File: src/psmd_pkg.sv
// psmd_pkg: shared types and constants for the pid speed motor drive
// payload structs, configuration indexes, gain defaults and scaling constants
// no dependencies
`default_nettype none

package psmd_pkg;

    localparam int GAIN_W  = 10;
    localparam int REF_W   = 11;
    localparam int COUNT_W = 16;
    localparam int LEVEL_W = 8;
    localparam int ERR_W   = 18;
    localparam int SUM_W   = 39;
    localparam int NUM_W   = 51;

    typedef struct packed {
        logic signed [REF_W-1:0]   speed_ref;
        logic signed [COUNT_W-1:0] encoder_count;
    } in_t;

    typedef struct packed {
        logic               drive_dir;
        logic [LEVEL_W-1:0] drive_level;
    } out_t;

    typedef enum logic [1:0] {
        CFG_KP = 2'd0,
        CFG_KI = 2'd1,
        CFG_KD = 2'd2
    } cfg_index_t;

    typedef enum logic [1:0] {
        ZONE_DEAD = 2'd0,
        ZONE_POS  = 2'd1,
        ZONE_NEG  = 2'd2
    } zone_t;

    localparam logic [GAIN_W-1:0] DEF_KP = 10'd120;
    localparam logic [GAIN_W-1:0] DEF_KI = 10'd50;
    localparam logic [GAIN_W-1:0] DEF_KD = 10'd5;

    localparam logic signed [ERR_W-1:0] ERR_THRESH  = 18'sd250;
    localparam logic signed [ERR_W-1:0] SPEED_SCALE = 18'sd50;
    localparam logic [SUM_W-1:0]        SUM_MAX     = {SUM_W{1'b1}};

    // |e| / 50 as multiply by ceil(2^22/50), exact for |e| below 91180
    localparam logic [16:0] RECIP50     = 17'd83887;
    localparam int          DIV50_SHIFT = 22;

    localparam logic signed [NUM_W-1:0] P_SCALE     = 51'sd1000;
    localparam logic signed [37:0]      D_SCALE     = 38'sd400;
    localparam logic signed [NUM_W-1:0] OUT_DIVISOR = 51'sd100000;

    localparam logic [LEVEL_W-1:0] LEVEL_FALLBACK = 8'd150;
    localparam logic signed [NUM_W-1:0] LEVEL_SPAN = 51'sd25000000;

    // n / 100000 as multiply by ceil(2^42/100000), exact for n below 4.9e7
    localparam logic [25:0] RECIP_OUT = 26'd43980466;
    localparam int          OUT_SHIFT = 42;

endpackage

`default_nettype wire

File: src/psmd_level.sv
// psmd_level: maps the scaled control sum to the dac drive level
// truncating divide by 100000 through a reciprocal, plus range fallback
// depends on psmd_pkg
`default_nettype none

module psmd_level (
    input  wire logic signed [psmd_pkg::NUM_W-1:0]   num,
    input  wire logic                                active,
    output logic             [psmd_pkg::LEVEL_W-1:0] level
);

    logic [psmd_pkg::NUM_W-1:0] prod;

    assign prod = psmd_pkg::NUM_W'(num[24:0]) * psmd_pkg::NUM_W'(psmd_pkg::RECIP_OUT);

    always_comb
    begin
        if (!active)
        begin
            level = '0;
        end
        else if (num < 0)
        begin
            // small negative sums truncate to zero
            if (num > -psmd_pkg::OUT_DIVISOR)
            begin
                level = '0;
            end
            else
            begin
                level = psmd_pkg::LEVEL_FALLBACK;
            end
        end
        else if (num >= psmd_pkg::LEVEL_SPAN)
        begin
            level = psmd_pkg::LEVEL_FALLBACK;
        end
        else
        begin
            level = psmd_pkg::LEVEL_W'(prod >> psmd_pkg::OUT_SHIFT);
        end
    end

endmodule

`default_nettype wire

File: src/pid_speed_motor_drive.sv
// pid_speed_motor_drive: pipelined discrete pid speed controller
// six registered stages from encoder sample to dac level
// depends on psmd_pkg and psmd_level
//
//  channel | handshake              | payload
//  --------+------------------------+-------------------------------------
//  in      | in_valid / in_ready    | in_data    (speed_ref, encoder_count)
//  out     | out_valid / out_ready  | out_data   (drive_dir, drive_level)
//  cfg     | cfg_valid / cfg_ready  | cfg_index, cfg_data (gain write)
//
// one transaction per cycle unless the output stalls
// the very first sample after reset only latches the count and gives no result
// reset clears the counter history, error sum, previous error and direction
// a stalled output backs up stage by stage; the input keeps accepting while
// any stage ahead still has a free slot
`default_nettype none

module pid_speed_motor_drive (
    input  wire logic            clk,
    input  wire logic            rst_n,
    input  wire logic            in_valid,
    output logic                 in_ready,
    input  wire psmd_pkg::in_t   in_data,
    output logic                 out_valid,
    input  wire logic            out_ready,
    output psmd_pkg::out_t       out_data,
    input  wire logic            cfg_valid,
    output logic                 cfg_ready,
    input  wire logic [1:0]      cfg_index,
    input  wire logic [psmd_pkg::GAIN_W-1:0] cfg_data
);

    // configuration
    logic [psmd_pkg::GAIN_W-1:0] kp_reg, ki_reg, kd_reg;
    logic [psmd_pkg::GAIN_W-1:0] kp_eff, ki_eff, kd_eff;
    logic                        gains_zero;

    assign cfg_ready = 1'b1;

    always_ff @(posedge clk or negedge rst_n)
    begin
        if (!rst_n)
        begin
            kp_reg <= '0;
            ki_reg <= '0;
            kd_reg <= '0;
        end
        else if (cfg_valid && cfg_ready)
        begin
            case (cfg_index)
                psmd_pkg::CFG_KP: kp_reg <= cfg_data;
                psmd_pkg::CFG_KI: ki_reg <= cfg_data;
                psmd_pkg::CFG_KD: kd_reg <= cfg_data;
                default: ;
            endcase
        end
    end

    assign gains_zero = (kp_reg == '0) && (ki_reg == '0) && (kd_reg == '0);
    assign kp_eff = gains_zero ? psmd_pkg::DEF_KP : kp_reg;
    assign ki_eff = gains_zero ? psmd_pkg::DEF_KI : ki_reg;
    assign kd_eff = gains_zero ? psmd_pkg::DEF_KD : kd_reg;

    // stage valids and ready chain
    logic v1_reg, v2_reg, v3_reg, v4_reg, v5_reg, v6_reg;
    logic rdy1, rdy2, rdy3, rdy4, rdy5, rdy6;
    logic in_fire;

    assign rdy6     = !v6_reg || out_ready;
    assign rdy5     = !v5_reg || rdy6;
    assign rdy4     = !v4_reg || rdy5;
    assign rdy3     = !v3_reg || rdy4;
    assign rdy2     = !v2_reg || rdy3;
    assign rdy1     = !v1_reg || rdy2;
    assign in_ready = rdy1;
    assign in_fire  = in_valid && in_ready;

    // controller state
    logic                               primed_reg;
    logic        [psmd_pkg::COUNT_W-1:0] last_count_reg;
    logic signed [psmd_pkg::ERR_W-1:0]  eprev_reg;
    logic        [psmd_pkg::SUM_W-1:0]  sum_reg;
    logic                               dir_reg;

    // stage 1: scaled error
    logic signed [psmd_pkg::COUNT_W-1:0] dx;
    logic signed [psmd_pkg::ERR_W-1:0]   e1_next, e1_reg;

    assign dx      = signed'(in_data.encoder_count - last_count_reg);
    assign e1_next = psmd_pkg::ERR_W'(in_data.speed_ref) * psmd_pkg::SPEED_SCALE
                   + psmd_pkg::ERR_W'(dx);

    // stage 2: integrator, derivative, zone
    logic                              pos, neg;
    logic [psmd_pkg::SUM_W:0]          sum_add;
    logic [psmd_pkg::SUM_W-1:0]        sum_next;
    logic signed [psmd_pkg::ERR_W:0]   diff_next;
    logic [psmd_pkg::ERR_W-2:0]        abs_next;
    psmd_pkg::zone_t                   zone_next;
    logic                              dir_next;

    assign pos     = e1_reg > psmd_pkg::ERR_THRESH;
    assign neg     = e1_reg < -psmd_pkg::ERR_THRESH;
    assign sum_add = (psmd_pkg::SUM_W+1)'(sum_reg) + (psmd_pkg::SUM_W+1)'(e1_reg);

    always_comb
    begin
        if (!pos)
        begin
            sum_next = '0;
        end
        else if (sum_add[psmd_pkg::SUM_W])
        begin
            sum_next = psmd_pkg::SUM_MAX;
        end
        else
        begin
            sum_next = sum_add[psmd_pkg::SUM_W-1:0];
        end
    end

    always_comb
    begin
        if (pos)
        begin
            zone_next = psmd_pkg::ZONE_POS;
            dir_next  = 1'b1;
        end
        else if (neg)
        begin
            zone_next = psmd_pkg::ZONE_NEG;
            dir_next  = 1'b0;
        end
        else
        begin
            zone_next = psmd_pkg::ZONE_DEAD;
            dir_next  = dir_reg;
        end
    end

    assign diff_next = (psmd_pkg::ERR_W+1)'(e1_reg) - (psmd_pkg::ERR_W+1)'(eprev_reg);
    assign abs_next  = (psmd_pkg::ERR_W-1)'(e1_reg[psmd_pkg::ERR_W-1] ? -e1_reg : e1_reg);

    logic        [psmd_pkg::ERR_W-2:0] abs2_reg;
    logic        [psmd_pkg::SUM_W-1:0] sum2_reg;
    logic signed [psmd_pkg::ERR_W:0]   diff2_reg;
    psmd_pkg::zone_t                   zone2_reg, zone3_reg, zone4_reg, zone5_reg, zone6_reg;
    logic                              dir2_reg, dir3_reg, dir4_reg, dir5_reg, dir6_reg;

    // stage 3: integral and derivative gain products, proportional product input
    logic [33:0]                   abs_prod;
    logic [10:0]                   absdiv3_next, absdiv3_reg;
    logic [48:0]                   pi3_next, pi3_reg, pi4_reg;
    logic signed [28:0]            pd3_next, pd3_reg;
    logic signed [psmd_pkg::GAIN_W:0] kd_s;

    assign abs_prod     = 34'(abs2_reg) * 34'(psmd_pkg::RECIP50);
    assign absdiv3_next = 11'(abs_prod >> psmd_pkg::DIV50_SHIFT);
    assign pi3_next     = 49'(ki_eff) * 49'(sum2_reg);
    assign kd_s         = signed'({1'b0, kd_eff});
    assign pd3_next     = 29'(kd_s) * 29'(diff2_reg);

    // stage 4
    logic [20:0]        pp4_next, pp4_reg;
    logic signed [37:0] pd4_next, pd4_reg;

    assign pp4_next = 21'(kp_eff) * 21'(absdiv3_reg);
    assign pd4_next = 38'(pd3_reg) * psmd_pkg::D_SCALE;

    // stage 5: numerator
    logic signed [psmd_pkg::NUM_W-1:0] num5_next, num5_reg;

    assign num5_next = signed'(psmd_pkg::NUM_W'(pp4_reg)) * psmd_pkg::P_SCALE
                     + signed'(psmd_pkg::NUM_W'(pi4_reg))
                     + psmd_pkg::NUM_W'(pd4_reg);

    // stage 6: level
    logic [psmd_pkg::LEVEL_W-1:0] level6_next, level6_reg;

    psmd_level u_level (
        .num    (num5_reg),
        .active (zone5_reg != psmd_pkg::ZONE_DEAD),
        .level  (level6_next)
    );

    // control registers
    always_ff @(posedge clk or negedge rst_n)
    begin
        if (!rst_n)
        begin
            v1_reg         <= 1'b0;
            v2_reg         <= 1'b0;
            v3_reg         <= 1'b0;
            v4_reg         <= 1'b0;
            v5_reg         <= 1'b0;
            v6_reg         <= 1'b0;
            primed_reg     <= 1'b0;
            last_count_reg <= '0;
            eprev_reg      <= '0;
            sum_reg        <= '0;
            dir_reg        <= 1'b0;
        end
        else
        begin
            if (rdy1) v1_reg <= in_fire && primed_reg;
            if (rdy2) v2_reg <= v1_reg;
            if (rdy3) v3_reg <= v2_reg;
            if (rdy4) v4_reg <= v3_reg;
            if (rdy5) v5_reg <= v4_reg;
            if (rdy6) v6_reg <= v5_reg;
            if (in_fire)
            begin
                primed_reg     <= 1'b1;
                last_count_reg <= in_data.encoder_count;
            end
            // controller history moves once per transaction, in order
            if (rdy2 && v1_reg)
            begin
                eprev_reg <= e1_reg;
                sum_reg   <= sum_next;
                dir_reg   <= dir_next;
            end
        end
    end

    // payload registers
    always_ff @(posedge clk)
    begin
        if (rdy1 && in_fire) e1_reg <= e1_next;
        if (rdy2 && v1_reg)
        begin
            abs2_reg  <= abs_next;
            sum2_reg  <= sum_next;
            diff2_reg <= diff_next;
            zone2_reg <= zone_next;
            dir2_reg  <= dir_next;
        end
        if (rdy3 && v2_reg)
        begin
            absdiv3_reg <= absdiv3_next;
            pi3_reg     <= pi3_next;
            pd3_reg     <= pd3_next;
            zone3_reg   <= zone2_reg;
            dir3_reg    <= dir2_reg;
        end
        if (rdy4 && v3_reg)
        begin
            pp4_reg   <= pp4_next;
            pi4_reg   <= pi3_reg;
            pd4_reg   <= pd4_next;
            zone4_reg <= zone3_reg;
            dir4_reg  <= dir3_reg;
        end
        if (rdy5 && v4_reg)
        begin
            num5_reg  <= num5_next;
            zone5_reg <= zone4_reg;
            dir5_reg  <= dir4_reg;
        end
        if (rdy6 && v5_reg)
        begin
            level6_reg <= level6_next;
            zone6_reg  <= zone5_reg;
            dir6_reg   <= dir5_reg;
        end
    end

    assign out_valid = v6_reg;
    assign out_data  = {dir6_reg, level6_reg};

    // checks
    a_primed_after_accept: assert property (@(posedge clk) disable iff (!rst_n)
        in_fire |=> primed_reg)
        else $error("primed flag not set after a sample");

    a_dead_band_level: assert property (@(posedge clk) disable iff (!rst_n)
        v6_reg && (zone6_reg == psmd_pkg::ZONE_DEAD) |-> out_data.drive_level == '0)
        else $error("dead band result with nonzero level");

    a_level_range: assert property (@(posedge clk) disable iff (!rst_n)
        out_valid |-> out_data.drive_level < 8'd250)
        else $error("drive level out of range");

    a_dir_follows_zone: assert property (@(posedge clk) disable iff (!rst_n)
        v6_reg && (zone6_reg == psmd_pkg::ZONE_POS) |-> out_data.drive_dir)
        else $error("positive error did not drive right");

endmodule

`default_nettype wire
File: config.mk
export PLATFORM = sky130hd
export DESIGN_NAME = pid_speed_motor_drive
export DESIGN_NICKNAME = d
export VERILOG_FILES = /design/src/psmd_pkg.sv /design/src/psmd_level.sv /design/src/pid_speed_motor_drive.sv
export SDC_FILE = /design/constraint.sdc
export NUM_CORES = 2
export LEC_CHECK = 0
export BUFFER_PORTS_ARGS = -buffer_cell sky130_fd_sc_hd__buf_2
export CORE_MARGIN = 2
export CORE_UTILIZATION = 65
export DETAILED_ROUTE_END_ITERATION = 8
export GPL_ROUTABILITY_DRIVEN = 0
export GPL_TIMING_DRIVEN = 0
export PLACE_DENSITY = 0.87
export REMOVE_ABC_BUFFERS = 1
export SYNTH_ARGS = -nofsm -noshare
export SYNTH_HDL_FRONTEND = slang
export SYNTH_SLANG_ARGS = --single-unit
File: constraint.sdc
create_clock -name clk -period 15.2 [get_ports clk]
set_input_delay 2.28 -clock clk [delete_from_list [all_inputs] [get_ports clk]]
set_output_delay 2.28 -clock clk [all_outputs]
set_load 0.03 [all_outputs]
## Yosys cells after proc, flatten, opt, wreduce, memory -nomap -nowiden

Index checks and enable logic that the tools add are counted.

| word-level totals | value |
|---|---|
| register bits after elaboration | 469 |
| input port bits | 44 |
| logic and storage cells | 99 |

| cells by class | value |
|---|---|
| add/sub/neg operators | 7 |
| multiply operators | 8 |
| order comparisons | 5 |
| equality and inequality tests | 2 |
| muxes and demuxes | 12 |
| reduce and logical (&&, ||, !) cells | 30 |

Operators with widths:

| kind | count |
|---|---|
| $mux 39 | 2 |
| $add 51x38->51 | 1 |
| $ge 51x26->1 const B | 1 |
| $gt 51x18->1 const B | 1 |
| $lt 51x1->1 const B | 1 |
| $add 31x49->50 | 1 |
| $mul 10x39->49 | 1 |
| $mul 25x25->49 const B | 1 |
| $add 39x40->40 | 1 |
| $mul 29x6->34 const B | 1 |
| $mul 17x17->33 const B | 1 |
| $logic_not 10->1 | 3 |
| $mux 10 | 3 |
| $mul 11x19->29 | 1 |
| $mul 21x7->28 const B | 1 |
| $mux 8 | 3 |
| $mul 10x11->21 | 1 |
| $sub 18x18->19 | 1 |
| $add 18x16->18 | 1 |
| $gt 18x9->1 const B | 1 |
| $lt 18x9->1 const B | 1 |
| $mul 11x6->17 const B | 1 |
| $mux 17 | 1 |
| $neg 17->17 | 1 |
| other kinds (11) | 33 |

## Longest topological paths before layout

| logic depth | value |
|---|---|
| depth after elaboration | 9 |
| depth in mapped cells | 39 |
| depth with buffers taken out | 38 |

## Hierarchy

From an unflattened synthesis, not the netlist that was laid out.

| unflattened totals | value |
|---|---|
| cells, all modules | 7,049 |
| area total of the unflattened synthesis | 70,148.5 um^2 |

Modules (own cells, without submodules):

| module | times used | cells an instance | area an instance (um^2) | seq. area each (um^2) |
|---|---|---|---|---|
| pid_speed_motor_drive | 1 | 5,930 | 58,851.4 | 13,528.0 |
| psmd_level | 1 | 1,119 | 11,297.1 | 0.0 |

## Worst setup path after synthesis

No wires, ideal clock.

| timing | value |
|---|---|
| kind | input to register |
| start point | input out_ready |
| end point | register dir4_reg (enable) |
| setup time | 0.637 ns |
| arrival | 7.739 ns |
| slack | 6.824 ns |
| stages on the path | 2 |
| cells stage by stage | nor2b_1 > a31oi_1 |

| between the ends | value |
|---|---|
| longest elaborated chain between the ends | 4 |

Ends and longest elaborated chain:

| what | line | RTL |
|---|---|---|
| from (decl) | pid_speed_motor_drive.sv:25 | `input wire logic out_ready,` |
| $logic_or 1x1->1 | pid_speed_motor_drive.sv:69 | `assign rdy6 = !v6_reg \|\| out_ready;` |
| $logic_or 1x1->1 | pid_speed_motor_drive.sv:70 | `assign rdy5 = !v5_reg \|\| rdy6;` |
| $logic_or 1x1->1 | pid_speed_motor_drive.sv:71 | `assign rdy4 = !v4_reg \|\| rdy5;` |
| $logic_and 1x1->1 | pid_speed_motor_drive.sv:246 | `if (rdy4 && v3_reg)` |
| to (signal assigned) | pid_speed_motor_drive.sv:252 | `dir4_reg <= dir3_reg;` |
| to (decl) | pid_speed_motor_drive.sv:148 | `logic dir2_reg, dir3_reg, dir4_reg, dir5_reg, dir6_reg;` |

No other way between the ends.
A chain may end at the register's enable or synchronous reset.

## Final worst setup path

| timing | value |
|---|---|
| start point | register pp4_reg[6] |
| end point | register num5_reg[48] (netlist name), data pin |

| between the ends | value |
|---|---|
| longest elaborated chain between the ends | 3 |

Ends and longest elaborated chain:

| what | line | RTL |
|---|---|---|
| from (decl) | pid_speed_motor_drive.sv:164 | `logic [20:0] pp4_next, pp4_reg;` |
| from (signal assigned) | pid_speed_motor_drive.sv:248 | `pp4_reg <= pp4_next;` |
| $mul 21x7->28 | pid_speed_motor_drive.sv:173 | `assign num5_next = signed'(psmd_pkg::NUM_W'(pp4_reg)) * psmd_pkg::P_SCALE` |
| $add 31x49->50 | pid_speed_motor_drive.sv:174 | `+ signed'(psmd_pkg::NUM_W'(pi4_reg))` |
| $add 51x38->51 | pid_speed_motor_drive.sv:175 | `+ psmd_pkg::NUM_W'(pd4_reg);` |
| net num5_next, one bit | pid_speed_motor_drive.sv:171 | `logic signed [psmd_pkg::NUM_W-1:0] num5_next, num5_reg;` |
| to (signal assigned) | pid_speed_motor_drive.sv:256 | `num5_reg <= num5_next;` |
| to (decl) | pid_speed_motor_drive.sv:171 |  |

The timed path passes the listed nets, and every way through them passes these cells.

==> Flow_metrics.wiki <==
{| class="wikitable"
! Metric !! Value
|-
| Cts repair resizes || 0
|-
| Number of placed cells counting well taps || ~8300
|-
| DIE AREA || 0.1103 mm^2
|-
| HPWL after detailed placement || 127200 um
|-
| Slew headroom || -12.46%
|-
| Type of element launching the critical path || register
|-
| Number of sinks driven by the clock tree || 469
|-
| Width of the chip || 332.1 um
|-
| Via count of the first global-routing pass || 54314
|-
| Critical-path cell with the highest stage delay || sky130_fd_sc_hd__fa_1
|-
| Final sum of negative setup slack || 0 ns
|-
| Synthesized area divided by synthesized cell count || 9.915 um^2
|-
| Final instance count without filler cells || 8420
|-
| Top-Level Pins || between 50 and 60
|-
| First-pass GRT wire length || approximately 260000 um
|-
| Register area share after synthesis || 19.33%
|-
| CTS tree || yes
|-
| Effective utilization at floorplan || 65.45%
|-
| Critical Path Fanout Max || 10
|-
| Clock tree root driver cell || sky130_fd_sc_hd__clkbuf_16
|-
| Gr usage total || just under 30%
|-
| Critical path start-end classification || register to register
|-
| Utilization after layout || 68.65%
|-
| DRT Pass-1 Iters || 8
|-
| Post-Route WL || 158700 um
|-
| Final number of hold-violating endpoints || 0
|-
| Register bit total from synthesis || 469
|-
| H-tree depth reported by CTS || 2
|-
| CP required || 15.61 ns
|-
| Number of instances in the synthesized netlist || 7057
|-
| Largest register FFs || between 50 and 60
|-
| Area of the mapped netlist || 0.06997 mm^2
|-
| Period utilization || around two thirds
|-
| RSZ-0062 raised after global routing || no
|-
| Clock Latency Late Sink || 0.66 ns
|-
| Layout net count || around 9000
|-
| Antenna violations before repair || 7
|-
| Largest net degree at the start of global routing || 135
|-
| Drt drc || 0
|-
| Vias || 49802
|-
| Post-synth ARST share || a little under a quarter
|-
| Violations in the final reports || capacitance limit, slew limit
|-
| Fraction of final layout cells sized beyond drive strength 1 || 3.507%
|-
| Top FF cell, synth || sky130_fd_sc_hd__edfxtp_1
|-
| Number of placement rows || 120
|-
| Number of port buffers || 54
|-
| Detail-routed via count per cell || 5.915
|-
| Class of the most critical hold timing path || register to register
|-
| Number of enable flip-flop cells after synthesis || 358
|-
| Largest buffer count on any clock path || 3
|-
| Post-DR wirelength/cell || around 19 um
|-
| Run status || finished with violations
|-
| Core area || 0.1069 mm^2
|-
| Number of distinct standard cells referenced by the synthesized netlist || 85
|-
| # Post-CTS Setup Buffers || 0
|-
| Timing-limited maximum frequency || just over 100 MHz
|-
| CP endpoint kind || register
|-
| Die outline height || 332.1 um
|-
| Max-cap violations || 2
|-
| Clock period minus final worst setup slack || 9.851 ns
|-
| Number of CTS-inserted buffers || 52
|-
| Final setup violating endpoints || 0
|-
| Most Frequent Cell on Critical Path || sky130_fd_sc_hd__a21oi_1
|-
| Hold Buf Count CTS || 0
|-
| Slowest Stage Delay on Critical Path || 0.55 ns
|-
| Total grt overflow || 0
|-
| Area growth from synthesis to layout || 4.884%
|-
| Largest clock skew in the final design || 0.03136 ns
|-
| Clock-pin slew on the worst setup and hold paths || roughly 0.060 ns
|-
| Number of nets with antenna violations after routing || 0
|-
| Final-report max-slew violation count || 3
|-
| Slew @ Worst Pin || 1.666 ns
|-
| Starting DRC count in detailed routing || 3738
|-
| WP data arrival || between 10 and 15 ns
|-
| YS warnings || 0
|}
routing by layer:
layer | part of all wire [%] | global-route usage [%]
met1 | 38 | 34.77
met2 | 50 | 51.17
met4 | 5.7 | 15.25
met3 | 6.9 | 4.951
met5 | 0.055 | 0
synthesized netlist by cell type (153+ instances only):
cell	n	area [um^2]
sky130_fd_sc_hd__edfxtp_1	358	10750
sky130_fd_sc_hd__o21ai_0	205	1026
sky130_fd_sc_hd__nor2_1	153	574.3
sky130_fd_sc_hd__ha_1	1001	12520
sky130_fd_sc_hd__xnor2_1	256	2242
sky130_fd_sc_hd__a21o_1	173	1299
sky130_fd_sc_hd__inv_1	1509	5664
sky130_fd_sc_hd__clkbuf_1	183	686.9
sky130_fd_sc_hd__nand2_1	610	2290
sky130_fd_sc_hd__a21oi_1	329	1647
sky130_fd_sc_hd__fa_1	1020	20420
sky130_fd_sc_hd__and2_1	310	1939
worst max-delay path, delay by kind of cell (launching register included):
family,cells,cell delay [ns]
AOI/OAI and AO/OA,20,4.63
xor gates and xnor gates,3,0.58
adders and majority gates,7,3.13
buffers and inverters,3,0.37
DFF,1,0.46
and+or+nand+nor,3,0.44
cells by family (layout without fill, tap and decap cells):
family,after synthesis,count (layout),synth area share (%)
compound gates,1024,1024,9.259
xor+xnor,362,362,4.562
fa+ha+maj,2021,2021,47.08
buf+inv,1715,1673,9.263
flops,469,469,19.33
mux,35,35,0.5597
other cells,1,3,0.005359
simple gates,1430,1430,9.935
final timing paths:
path | slack, ns | to | cells past startpoint | startpoint
setup / recovery | 5.35 | num5_reg[48] | 36 | pp4_reg[6]
hold / removal | 0.39 | pi4_reg[38] | 0 | pi3_reg[38]
setup reg to reg | 5.35 | num5_reg[48] | 36 | pp4_reg[6]
hold reg to reg | 0.39 | pi4_reg[38] | 0 | pi3_reg[38]
max in group asynchronous | 12.86 | sum_reg[36] | 2 | rst_n
min in group asynchronous | 1.57 | eprev_reg[5] | 1 | rst_n
placed cells by master (no fill, tap or decap), types with 8 or more instances in the layout:
master / count
sky130_fd_sc_hd__xnor2_1: 256
sky130_fd_sc_hd__clkbuf_1: 9
sky130_fd_sc_hd__nor2_1: 153
sky130_fd_sc_hd__clkinv_2: 8
sky130_fd_sc_hd__a211oi_1: 27
sky130_fd_sc_hd__mux2_2: 33
sky130_fd_sc_hd__a21o_1: 173
sky130_fd_sc_hd__xor2_1: 104
sky130_fd_sc_hd__o21a_1: 36
sky130_fd_sc_hd__nand4_1: 49
sky130_fd_sc_hd__and4_1: 8
sky130_fd_sc_hd__nor3_1: 31
sky130_fd_sc_hd__o31ai_1: 14
sky130_fd_sc_hd__buf_2: 53
sky130_fd_sc_hd__a31o_2: 10
sky130_fd_sc_hd__o211ai_1: 18
sky130_fd_sc_hd__and3_1: 36
sky130_fd_sc_hd__a31oi_1: 57
sky130_fd_sc_hd__nor4_1: 23
sky130_fd_sc_hd__dfrtp_1: 107
sky130_fd_sc_hd__edfxtp_1: 358
sky130_fd_sc_hd__buf_16: 8
sky130_fd_sc_hd__clkbuf_16: 54
sky130_fd_sc_hd__a221oi_1: 8
sky130_fd_sc_hd__or2_2: 19
sky130_fd_sc_hd__nor2b_1: 39
sky130_fd_sc_hd__nand3_1: 82
sky130_fd_sc_hd__nand2_1: 610
sky130_fd_sc_hd__a21oi_1: 329
sky130_fd_sc_hd__and2_1: 308
sky130_fd_sc_hd__o21bai_1: 42
sky130_fd_sc_hd__nand2b_1: 37
sky130_fd_sc_hd__a21boi_0: 18
sky130_fd_sc_hd__o21ai_0: 205
sky130_fd_sc_hd__fa_1: 1020
sky130_fd_sc_hd__ha_1: 1001
sky130_fd_sc_hd__nand3b_1: 9
sky130_fd_sc_hd__inv_1: 1508
sky130_fd_sc_hd__or3_1: 9
through the flow:
stage | instance area (um^2) | setup WS (ns) | hold slack (ns)
final | 73390 | 5.349 | 0.3932
after global routing | 73390 | 4.879 | 0.3924
after CTS | 73380 | 5.519 | 0.3925
after detailed placement | 71540 | 5.574 | 0.4045
after global placement | 71180 | 4.606 | 0.4019
after floorplan | 69150 | 6.824 | 0.4003
layout make-up:
cell class	count	area [um^2]
Multi-Input combinational cell	4873	50010
Timing Repair Buffer	66	576.8
Clock buffer	70	1481
Inverter	1509	5669
Sequential cell	469	13530
Antenna cell	2	5.005
Clock inverter	28	357.8
Tap cell	1403	1755
Fill cell	7261	33510
Power is not shown: default switching activity piles up to over one toggle a cycle in this logic, so the estimate is an artifact.
